`config.mk`:
```
export PLATFORM = sky130hd
export DESIGN_NAME = ubx_frame_parser
export DESIGN_NICKNAME = d
export VERILOG_FILES = /design/src/hw/rtl/ubxp_pkg.sv /design/src/hw/rtl/ubx_frame_parser.sv /design/src/hw/rtl/ubxp_judge.sv
export SDC_FILE = /design/constraint.sdc
export NUM_CORES = 1
export LEC_CHECK = 0
export BUFFER_PORTS_ARGS = -buffer_cell sky130_fd_sc_hd__buf_2
export CAP_MARGIN = 30
export CORE_UTILIZATION = 30
export DETAILED_ROUTE_END_ITERATION = 10
export GPL_TIMING_DRIVEN = 0
export PLACE_DENSITY = 0.56
export SYNTH_ARGS = -nofsm -noshare
export SYNTH_HDL_FRONTEND = slang
export SYNTH_SLANG_ARGS = --single-unit
```
`constraint.sdc`:
```
create_clock -name clk -period 2.8 [get_ports clk]
set_input_delay 0.28 -clock clk [delete_from_list [all_inputs] [get_ports clk]]
set_output_delay 0.28 -clock clk [all_outputs]
set_load 0.02 [all_outputs]
```
`src/hw/rtl/ubxp_pkg.sv`:
```
`timescale 1ns / 1ps
// ----------------------------------------------------------------------------
// UBX frame parser package
// Sync bytes, class and id codes, parser phase codes, status codes and the
// verdict record passed from the frame judge to the parser.
// ----------------------------------------------------------------------------
package ubxp_pkg;

  localparam logic [7:0] SYNC_FIRST  = 8'hB5;
  localparam logic [7:0] SYNC_SECOND = 8'h62;
  localparam logic [7:0] CLS_NAV     = 8'h01;
  localparam logic [7:0] ID_PVT      = 8'h07;
  localparam logic [7:0] ID_DOP      = 8'h04;
  localparam logic [7:0] CLS_ACK     = 8'h05;
  localparam logic [7:0] ID_ACK      = 8'h01;
  localparam logic [7:0] CLS_MON     = 8'h0A;
  localparam logic [7:0] ID_VER      = 8'h04;

  localparam logic [15:0] ACK_MIN_LENGTH = 16'd2;

  localparam int STATE_W = 4;
  typedef logic [STATE_W-1:0] state_t;

  localparam state_t ST_HUNT    = 4'd0;
  localparam state_t ST_SYNC2   = 4'd1;
  localparam state_t ST_CLASS   = 4'd2;
  localparam state_t ST_ID      = 4'd3;
  localparam state_t ST_LEN_LO  = 4'd4;
  localparam state_t ST_LEN_HI  = 4'd5;
  localparam state_t ST_PAYLOAD = 4'd6;
  localparam state_t ST_CK_A    = 4'd7;
  localparam state_t ST_CK_B    = 4'd8;

  typedef logic [2:0] status_t;

  localparam status_t RES_BUSY  = 3'd0;
  localparam status_t RES_ERROR = 3'd1;
  localparam status_t RES_PVT   = 3'd2;
  localparam status_t RES_DOP   = 3'd3;
  localparam status_t RES_ACK   = 3'd4;
  localparam status_t RES_NAK   = 3'd5;
  localparam status_t RES_VER   = 3'd6;
  localparam status_t RES_OTHER = 3'd7;

  typedef struct packed {
    status_t status;
    logic    pvt_hit;
    logic    ack_hit;
  } verdict_t;

endpackage

```
`src/hw/rtl/ubx_frame_parser.sv`:
```
`timescale 1ns / 1ps
// ----------------------------------------------------------------------------
// UBX frame parser
// Byte-wide UBX receiver: sync hunt, header, payload, 8-bit Fletcher check,
// and one status transfer per received byte.
//
//   channel | ports                              | direction
//   --------+------------------------------------+----------
//   in      | in_valid, in_stall, in_rx_byte     | byte in
//   out     | out_valid, out_stall, out_status,  | status out
//           | out_frame_class, out_frame_id,     |
//           | out_frame_length, out_acked_class, |
//           | out_acked_id, out_pvt_seen         |
//
// One byte per cycle while in_stall is low; each result shows the next cycle.
// The output register holds one result; in_stall rises only while that result
// waits under out_stall. Reset returns the parser to the sync hunt with all
// frame fields cleared except the two stored payload bytes. Only the first
// two payload bytes are kept, for the ACK/NAK capture.
// ----------------------------------------------------------------------------
module ubx_frame_parser #(
  parameter int PAYLOAD_DEPTH = 256,
  parameter int PVT_LENGTH    = 92,
  parameter int DOP_LENGTH    = 18
) (
  input  logic        clk,
  input  logic        rst_n,
  input  logic        in_valid,
  output logic        in_stall,
  input  logic [7:0]  in_rx_byte,
  output logic        out_valid,
  input  logic        out_stall,
  output logic [2:0]  out_status,
  output logic [7:0]  out_frame_class,
  output logic [7:0]  out_frame_id,
  output logic [15:0] out_frame_length,
  output logic [7:0]  out_acked_class,
  output logic [7:0]  out_acked_id,
  output logic        out_pvt_seen
);
  import ubxp_pkg::*;

  localparam int          IDX_W     = $clog2(PAYLOAD_DEPTH + 1);
  localparam logic [16:0] DEPTH_LIM = 17'(PAYLOAD_DEPTH);

  state_t      state_r, state_nxt;
  logic [7:0]  sum_a_r, sum_a_nxt;
  logic [7:0]  sum_b_r, sum_b_nxt;
  logic [7:0]  rx_sum_a_r, rx_sum_a_nxt;
  logic [7:0]  class_r, class_nxt;
  logic [7:0]  id_r, id_nxt;
  logic [15:0] length_r, length_nxt;
  logic [IDX_W-1:0] idx_r, idx_nxt;
  logic [7:0]  pay0_r, pay0_nxt;
  logic [7:0]  pay1_r, pay1_nxt;
  logic [7:0]  ack_class_r, ack_class_nxt;
  logic [7:0]  ack_id_r, ack_id_nxt;
  logic        pvt_r, pvt_nxt;
  status_t     status_r, status_nxt;
  logic        out_valid_r, out_valid_nxt;

  logic        in_xfer;
  logic [7:0]  b;
  logic [7:0]  add_a;
  logic [7:0]  add_b;
  logic [15:0] len_full;
  logic [IDX_W-1:0] idx_inc;
  verdict_t    verdict;

  ubxp_judge #(
    .PVT_LENGTH(PVT_LENGTH),
    .DOP_LENGTH(DOP_LENGTH)
  ) u_judge (
    .frame_class (class_r),
    .frame_id    (id_r),
    .frame_length(length_r),
    .verdict     (verdict)
  );

  assign in_stall = out_valid_r & out_stall;
  assign in_xfer  = in_valid & ~in_stall;
  assign b        = in_rx_byte;
  assign add_a    = sum_a_r + b;
  assign add_b    = sum_b_r + add_a;
  assign len_full = {b, length_r[7:0]};
  assign idx_inc  = idx_r + IDX_W'(1);

  always_comb begin
    state_nxt     = state_r;
    sum_a_nxt     = sum_a_r;
    sum_b_nxt     = sum_b_r;
    rx_sum_a_nxt  = rx_sum_a_r;
    class_nxt     = class_r;
    id_nxt        = id_r;
    length_nxt    = length_r;
    idx_nxt       = idx_r;
    pay0_nxt      = pay0_r;
    pay1_nxt      = pay1_r;
    ack_class_nxt = ack_class_r;
    ack_id_nxt    = ack_id_r;
    pvt_nxt       = pvt_r;
    status_nxt    = status_r;
    out_valid_nxt = out_valid_r & out_stall;
    if (in_xfer) begin
      out_valid_nxt = 1'b1;
      status_nxt    = RES_BUSY;
      case (state_r)
        ST_HUNT: begin
          if (b == SYNC_FIRST) state_nxt = ST_SYNC2;
        end
        ST_SYNC2: begin
          if (b == SYNC_SECOND) begin
            state_nxt = ST_CLASS;
            sum_a_nxt = 8'd0;
            sum_b_nxt = 8'd0;
          end else if (b != SYNC_FIRST) begin
            state_nxt = ST_HUNT;
          end
        end
        ST_CLASS: begin
          class_nxt = b;
          sum_a_nxt = add_a;
          sum_b_nxt = add_b;
          state_nxt = ST_ID;
        end
        ST_ID: begin
          id_nxt    = b;
          sum_a_nxt = add_a;
          sum_b_nxt = add_b;
          state_nxt = ST_LEN_LO;
        end
        ST_LEN_LO: begin
          length_nxt = {8'd0, b};
          sum_a_nxt  = add_a;
          sum_b_nxt  = add_b;
          state_nxt  = ST_LEN_HI;
        end
        ST_LEN_HI: begin
          length_nxt = len_full;
          sum_a_nxt  = add_a;
          sum_b_nxt  = add_b;
          idx_nxt    = '0;
          if ({1'b0, len_full} > DEPTH_LIM) begin
            state_nxt  = ST_HUNT;
            status_nxt = RES_ERROR;
          end else if (len_full == 16'd0) begin
            state_nxt = ST_CK_A;
          end else begin
            state_nxt = ST_PAYLOAD;
          end
        end
        ST_PAYLOAD: begin
          if (idx_r == IDX_W'(0)) pay0_nxt = b;
          if (idx_r == IDX_W'(1)) pay1_nxt = b;
          idx_nxt   = idx_inc;
          sum_a_nxt = add_a;
          sum_b_nxt = add_b;
          if (17'(idx_inc) >= {1'b0, length_r}) state_nxt = ST_CK_A;
        end
        ST_CK_A: begin
          rx_sum_a_nxt = b;
          state_nxt    = ST_CK_B;
        end
        ST_CK_B: begin
          state_nxt = ST_HUNT;
          if (sum_a_r != rx_sum_a_r || sum_b_r != b) begin
            status_nxt = RES_ERROR;
          end else begin
            status_nxt = verdict.status;
            if (verdict.pvt_hit) pvt_nxt = 1'b1;
            if (verdict.ack_hit) begin
              ack_class_nxt = pay0_r;
              ack_id_nxt    = pay1_r;
            end
          end
        end
        default: begin
          state_nxt = ST_HUNT;
        end
      endcase
    end
  end

  always_ff @(posedge clk) begin
    if (!rst_n) begin
      state_r     <= ST_HUNT;
      sum_a_r     <= 8'd0;
      sum_b_r     <= 8'd0;
      rx_sum_a_r  <= 8'd0;
      class_r     <= 8'd0;
      id_r        <= 8'd0;
      length_r    <= 16'd0;
      idx_r       <= '0;
      ack_class_r <= 8'd0;
      ack_id_r    <= 8'd0;
      pvt_r       <= 1'b0;
      status_r    <= RES_BUSY;
      out_valid_r <= 1'b0;
    end else begin
      state_r     <= state_nxt;
      sum_a_r     <= sum_a_nxt;
      sum_b_r     <= sum_b_nxt;
      rx_sum_a_r  <= rx_sum_a_nxt;
      class_r     <= class_nxt;
      id_r        <= id_nxt;
      length_r    <= length_nxt;
      idx_r       <= idx_nxt;
      ack_class_r <= ack_class_nxt;
      ack_id_r    <= ack_id_nxt;
      pvt_r       <= pvt_nxt;
      status_r    <= status_nxt;
      out_valid_r <= out_valid_nxt;
    end
  end

  always_ff @(posedge clk) begin
    pay0_r <= pay0_nxt;
    pay1_r <= pay1_nxt;
  end

  assign out_valid        = out_valid_r;
  assign out_status       = status_r;
  assign out_frame_class  = class_r;
  assign out_frame_id     = id_r;
  assign out_frame_length = length_r;
  assign out_acked_class  = ack_class_r;
  assign out_acked_id     = ack_id_r;
  assign out_pvt_seen     = pvt_r;

endmodule

```
`src/hw/rtl/ubxp_judge.sv`:
```
`timescale 1ns / 1ps
// ----------------------------------------------------------------------------
// UBX frame judge
// Classifies a frame with a good checksum by class, id and length, and flags
// the PVT and ACK/NAK captures.
// ----------------------------------------------------------------------------
module ubxp_judge #(
  parameter int PVT_LENGTH = 92,
  parameter int DOP_LENGTH = 18
) (
  input  logic [7:0]        frame_class,
  input  logic [7:0]        frame_id,
  input  logic [15:0]       frame_length,
  output ubxp_pkg::verdict_t verdict
);
  import ubxp_pkg::*;

  localparam logic [16:0] PVT_MIN = 17'(PVT_LENGTH);
  localparam logic [16:0] DOP_MIN = 17'(DOP_LENGTH);

  logic [16:0] len_ext;

  assign len_ext = {1'b0, frame_length};

  always_comb begin
    verdict.status  = RES_OTHER;
    verdict.pvt_hit = 1'b0;
    verdict.ack_hit = 1'b0;
    if (frame_class == CLS_NAV && frame_id == ID_PVT) begin
      if (len_ext >= PVT_MIN) begin
        verdict.status  = RES_PVT;
        verdict.pvt_hit = 1'b1;
      end
    end else if (frame_class == CLS_NAV && frame_id == ID_DOP) begin
      if (len_ext >= DOP_MIN) begin
        verdict.status = RES_DOP;
      end
    end else if (frame_class == CLS_ACK) begin
      if (frame_length >= ACK_MIN_LENGTH) begin
        verdict.status  = (frame_id == ID_ACK) ? RES_ACK : RES_NAK;
        verdict.ack_hit = 1'b1;
      end
    end else if (frame_class == CLS_MON && frame_id == ID_VER) begin
      verdict.status = RES_VER;
    end
  end

endmodule
```
# Yosys cells after proc, flatten, opt, wreduce, memory -nomap -nowiden
# Index checks and enable logic that the tools add are counted.
totals:
  elab_cells: 105
  ff_bits: 106
  inputBits: 12
classes:
  n_eq_ne: 24
  reduce_logical: 23
  n_mux: 29
  bitwise: 5
  order_cmp: 5
  add_sub_neg: 3
op_table:
  columns: ["cell", "n"]
  rows:
  - ["$pmux 16 s2", 1]
  - ["$pmux 4 s8", 1]
  - ["$pmux 8 s2", 2]
  - ["$eq 8x3->1 const B", 3]
  - ["$mux 3", 7]
  - ["$mux 4", 5]
  - ["$pmux 9 s2", 1]
  - ["$add 8x8->8", 2]
  - ["$eq 4x3->1 const B", 4]
  - ["$eq 8x1->1 const B", 2]
  - ["$ge 16x2->1 const B", 1]
  - ["$ge 16x5->1 const B", 1]
  - ["$ge 16x7->1 const B", 1]
  - ["$ge 9x16->1", 1]
  - ["$gt 16x9->1 const B", 1]
  - ["$logic_not 16->1", 1]
  - ["$ne 8x8->1", 2]
  - ["$reduce_and 3->1", 4]
  - ["$reduce_and 4->1", 3]
  - ["$mux 1", 10]
  - ["$reduce_and 2->1", 5]
  - ["$add 9x1->9 const B", 1]
  - ["$eq 9x1->1 const B", 1]
  - ["$logic_not 9->1", 1]
  - ["18 further kinds", 28]

# Depth between registers and ports, before layout
logic_depth:
  word_depth: 8
  mapped_depth: 13
  ltp_nobuf: 13

# By module
# Synthesis repeated with hierarchy kept, for this count alone.
unflattened:
  hier_cells: 578
  area_unflattened_um2: 5574.1
modules_own_cells:
  columns: ["module", "area_each_um2", "instances", "cells_per_inst"]
  rows:
  - ["ubx_frame_parser", 5327.6, 1, 547]
  - ["ubxp_judge", 246.5, 1, 31]

# Worst setup path before layout
# Ideal clock, no wire load.
synth_path:
  kind: "register to register"
  startpoint: "register sum_a_r[0]"
  endpoint: "register sum_b_r[7]"
  n_path_buf: 0
  arrival_ns: 2.960
  path_slack_ns: -0.224
  t_required_ns: 2.736
  stages_incl_launch_ff: 13
  period_less_slack_ns: 3.024
  setup_time_ns: 0.064
  path_cell_list: "dfxtp_1 > ha_1 > fa_1 > a21o_1 > a21oi_1 > xnor2_1 > ha_1 > inv_1 > nor2_1 > a2111oi_0 > nor2_1 > or3_1 > nand4_1"
synth_between:
  elab_chain_cells: 3
synth_lines:
  columns: ["item", "line_no", "rtl"]
  rows:
  - ["start: declaration", "ubx_frame_parser.sv:47", "logic [7:0] sum_a_r, sum_a_nxt;"]
  - ["start signal: assignment", "ubx_frame_parser.sv:201", "sum_a_r <= sum_a_nxt;"]
  - ["$add 8x8->8", "ubx_frame_parser.sv:83", "assign add_a = sum_a_r + b;"]
  - ["$add 8x8->8", "ubx_frame_parser.sv:84", "assign add_b = sum_b_r + add_a;"]
  - ["$pmux 8 s2", "ubx_frame_parser.sv:107", "case (state_r)"]
  - ["end signal: assignment", "ubx_frame_parser.sv:202", "sum_b_r <= sum_b_nxt;"]
  - ["end: declaration", "ubx_frame_parser.sv:48", "logic [7:0] sum_b_r, sum_b_nxt;"]
# No other way between the ends.
# A chain may end at the register's enable or synchronous reset.

# Worst setup path in the final report
# Ends and elaborated chain as after synthesis.

==> reports/qor.yml <==
worstMarginPinSlew_ns: 0.866
cts_sinks: 106
worstPathCellList: "ha_4, fa_2, a21o_1, a21oi_2, o21bai_1, a21oi_1, xnor2_1, ha_2, or3_4, o21ai_2, nor2_1, or3_1, nand4_1"
totalPowerFinal_w: 0.00301
via_count: 4454
worstPathMaxFanout: 3
synth_edf_count: 16
postRouteWirelength_um: 14900
maxSlewViolCount: 0
worstSetupEndpointType: "flop"
drtIter0Drc: 318
ir_worst_vdd_v: 0.000322
critical_path_class: "reg2reg"
fp.dieH_um: 137
status: "finished with violations"
drtPass1Iterations: 5
grt_usage_pct: 16.2
synth-seq-cells: 106
start_util_pct: 30.6
final_area_um2: 6510
hold_viol: 0
hp-class: "in2reg"
cp_data_required_time_ns: 3.10
cts_made_buffers: 9
ys_warn_count: 0
grt_max_degree: 19
dieArea_um2: 18800
coreArea_um2: 17900
slew_headroom_pct: 41.8
fp-row-count: 49
rsz0062_at_grt: "yes"
diodes: 0
fillers: 1831
multi_input_area_um2: 3060
hpwl_um: 10800
place_congestion: 0.870
dp_cells: 856
root_buffer: "clkbuf_16"
setup_viol_count_final: 1
critPathArrivalTime_ns: 3.22
netlist_area_um2: 5480
final_common_cell: "dfxtp_1"
pre_cts_ws_ns: -0.400
synthesis.nets: 602
drc: 0
ant_nets: 0
ys_seq_area_share_pct: 41.7
fin_crit_ns: 2.92
path_clk_slew_ns: 0.07
synthCells: 562
drive_gt1_share_pct: 18.7
synth-async-reset-ratio_pct: 0
seq_area_um2: 2290
cts_tree: "built"
synthFlopType: "dfxtp_1"
p_leak_nw: 2.65
clk_latency_ns: 0.36
vias_per_cell: 5.08
syn_avg_cell_area_um2: 9.74
final_cell_mix: "dfxtp_1, nor2b_1, buf_2"
worstSetupStartpointType: "flop"
slowest_stage: "or3_4"
fin_ws_ns: -0.117
grt-ovfl-total: 0
pin_count: 66
violations: "negative setup slack"
max_freq_mhz: 343
die_width_um: 137
place_area_um2: 6100
htree_levels: 3
io_buffers: 65
whs_ns: 0.124
nNetsFinal: 682
area_delta_synth_final_pct: 18.9
drt-wirelength-per-cell_um: 17.0
antenna_found_initial: 0
fin_cells: 876
p_per_area_nw_per_um2: 462
cap_viol_max_count: 0
clock-skew-final_ns: 0.00624
synth_cell_types: 57
grt_pass1_vias: 4364
cts_buffer_depth: 2
critPathMaxStageDelay_ns: 0.38
grt_pass1_wl_um: 23000
period_share_pct: 104
-- stage by stage --
step                      util [%]  TNS [ns]
after detailed placement      34.1     -2.37
after floorplan                  -         0
after global placement        34.1     -2.43
final                         36.4    -0.117
after CTS                     36.1   -0.0681
after global routing          36.4    -0.212
-- path summary, 6_finish.rpt --
path                         from              end  slack (ns)  cells past startpoint
setup / recovery       sum_a_r[0]       sum_b_r[7]       -0.12                     13
hold reg to reg   out_frame_id[6]  out_frame_id[6]        0.49                      2
hold / removal      in_rx_byte[7]        pay0_r[7]        0.12                      1
setup reg to reg       sum_a_r[0]       sum_b_r[7]       -0.12                     13
-- worst max-delay path: cells and delay by family, from the launching register on --
| family | cells | cell delay (ns) |
|---|---|---|
| compound gates | 5 | 0.76 |
| fa+ha+maj | 3 | 0.73 |
| flops | 1 | 0.34 |
| xor+xnor | 1 | 0.12 |
| simple gates | 4 | 0.93 |
-- report_power, final --
group / switching (W) / internal (W) / leakage (nW) / total [W]
clock network: 0.000605 / 0.000706 / 0.145 / 0.00131
registers: 0.000000756 / 0.00154 / 0.870 / 0.00154
logic: 0.0000954 / 0.0000571 / 1.63 / 0.000153
-- area by class of cell --
| cell class | count | share of cell area (%) |
|---|---|---|
| multi-input cells | 406 | 47.0 |
| flip-flops and latches | 106 | 35.1 |
| repair buffers | 70 | 5.57 |
| well taps | 229 | 4.40 |
| clock buffers | 10 | 3.52 |
| plain buffers | 31 | 2.25 |
| clock inverters | 6 | 1.10 |
| inverters | 18 | 1.04 |
-- cell usage after synthesis (4+ instances only) --
| cell type | instances | area share [%] |
|---|---|---|
| nand3_1 | 19 | 1.7 |
| ha_1 | 26 | 5.9 |
| o211ai_1 | 5 | 0.69 |
| nor2b_1 | 69 | 7.9 |
| o21ai_1 | 5 | 0.46 |
| inv_1 | 17 | 1.2 |
| a21oi_1 | 10 | 0.91 |
| a21boi_1 | 4 | 0.55 |
| nor2_1 | 20 | 1.4 |
| and2_1 | 9 | 1.0 |
| buf_2 | 4 | 0.37 |
| mux2i_1 | 41 | 7.5 |
| nand3b_1 | 4 | 0.55 |
| xor2_1 | 10 | 1.6 |
| dfxtp_1 | 90 | 33 |
| nand2b_1 | 5 | 0.57 |
| clkbuf_1 | 23 | 1.6 |
| a21boi_0 | 11 | 1.5 |
| xnor2_1 | 27 | 4.3 |
| nor4_1 | 6 | 0.69 |
| nor3_1 | 8 | 0.73 |
| nand4_1 | 5 | 0.57 |
| o41ai_1 | 4 | 0.64 |
| or3_1 | 8 | 0.91 |
| and3_1 | 11 | 1.3 |
| edfxtp_1 | 16 | 8.8 |
| o21ai_0 | 10 | 0.91 |
| nand2_1 | 22 | 1.5 |
| a22oi_1 | 24 | 3.3 |
| o21a_1 | 4 | 0.55 |
| a21o_1 | 4 | 0.55 |
-- metal layers --
layer  global-route usage (%)  share of wire [%]
met1                     21.5                 46
met2                     25.9                 47
met3                     2.78                4.9
met4                     6.72                1.9
met5                        0                  0
-- logic make-up after synthesis --
| kind of cell | Yosys count | share of synthesized area (%) |
|---|---|---|
| mux | 41 | 7.50 |
| buf+inv | 50 | 3.95 |
| compound gates | 100 | 13.1 |
| flops | 106 | 41.7 |
| simple gates | 200 | 21.2 |
| xor+xnor | 37 | 5.92 |
| fa+ha+maj | 28 | 6.67 |
-- state kept, by name, indices dropped and copies added (netlist names), 3 cells and up --
register / count
pay0_r: 8
out_acked_class: 8
rx_sum_a_r: 8
idx_r: 9
state_r: 4
out_frame_length: 16
pay1_r: 8
out_frame_id: 8
out_frame_class: 8
sum_a_r: 8
out_acked_id: 8
out_status: 3
sum_b_r: 8
-- what timing repair did --
item / CTS / global route
pin swaps: 12 / 9
hold buffers: 0 / 0
setup endpoints to repair: 1 / 5
gates resized for setup: 6 / 10
hold endpoints to repair: 0 / 0
buffers inserted: 4 / 1
Note: power is estimated with default switching activity, not from simulation.
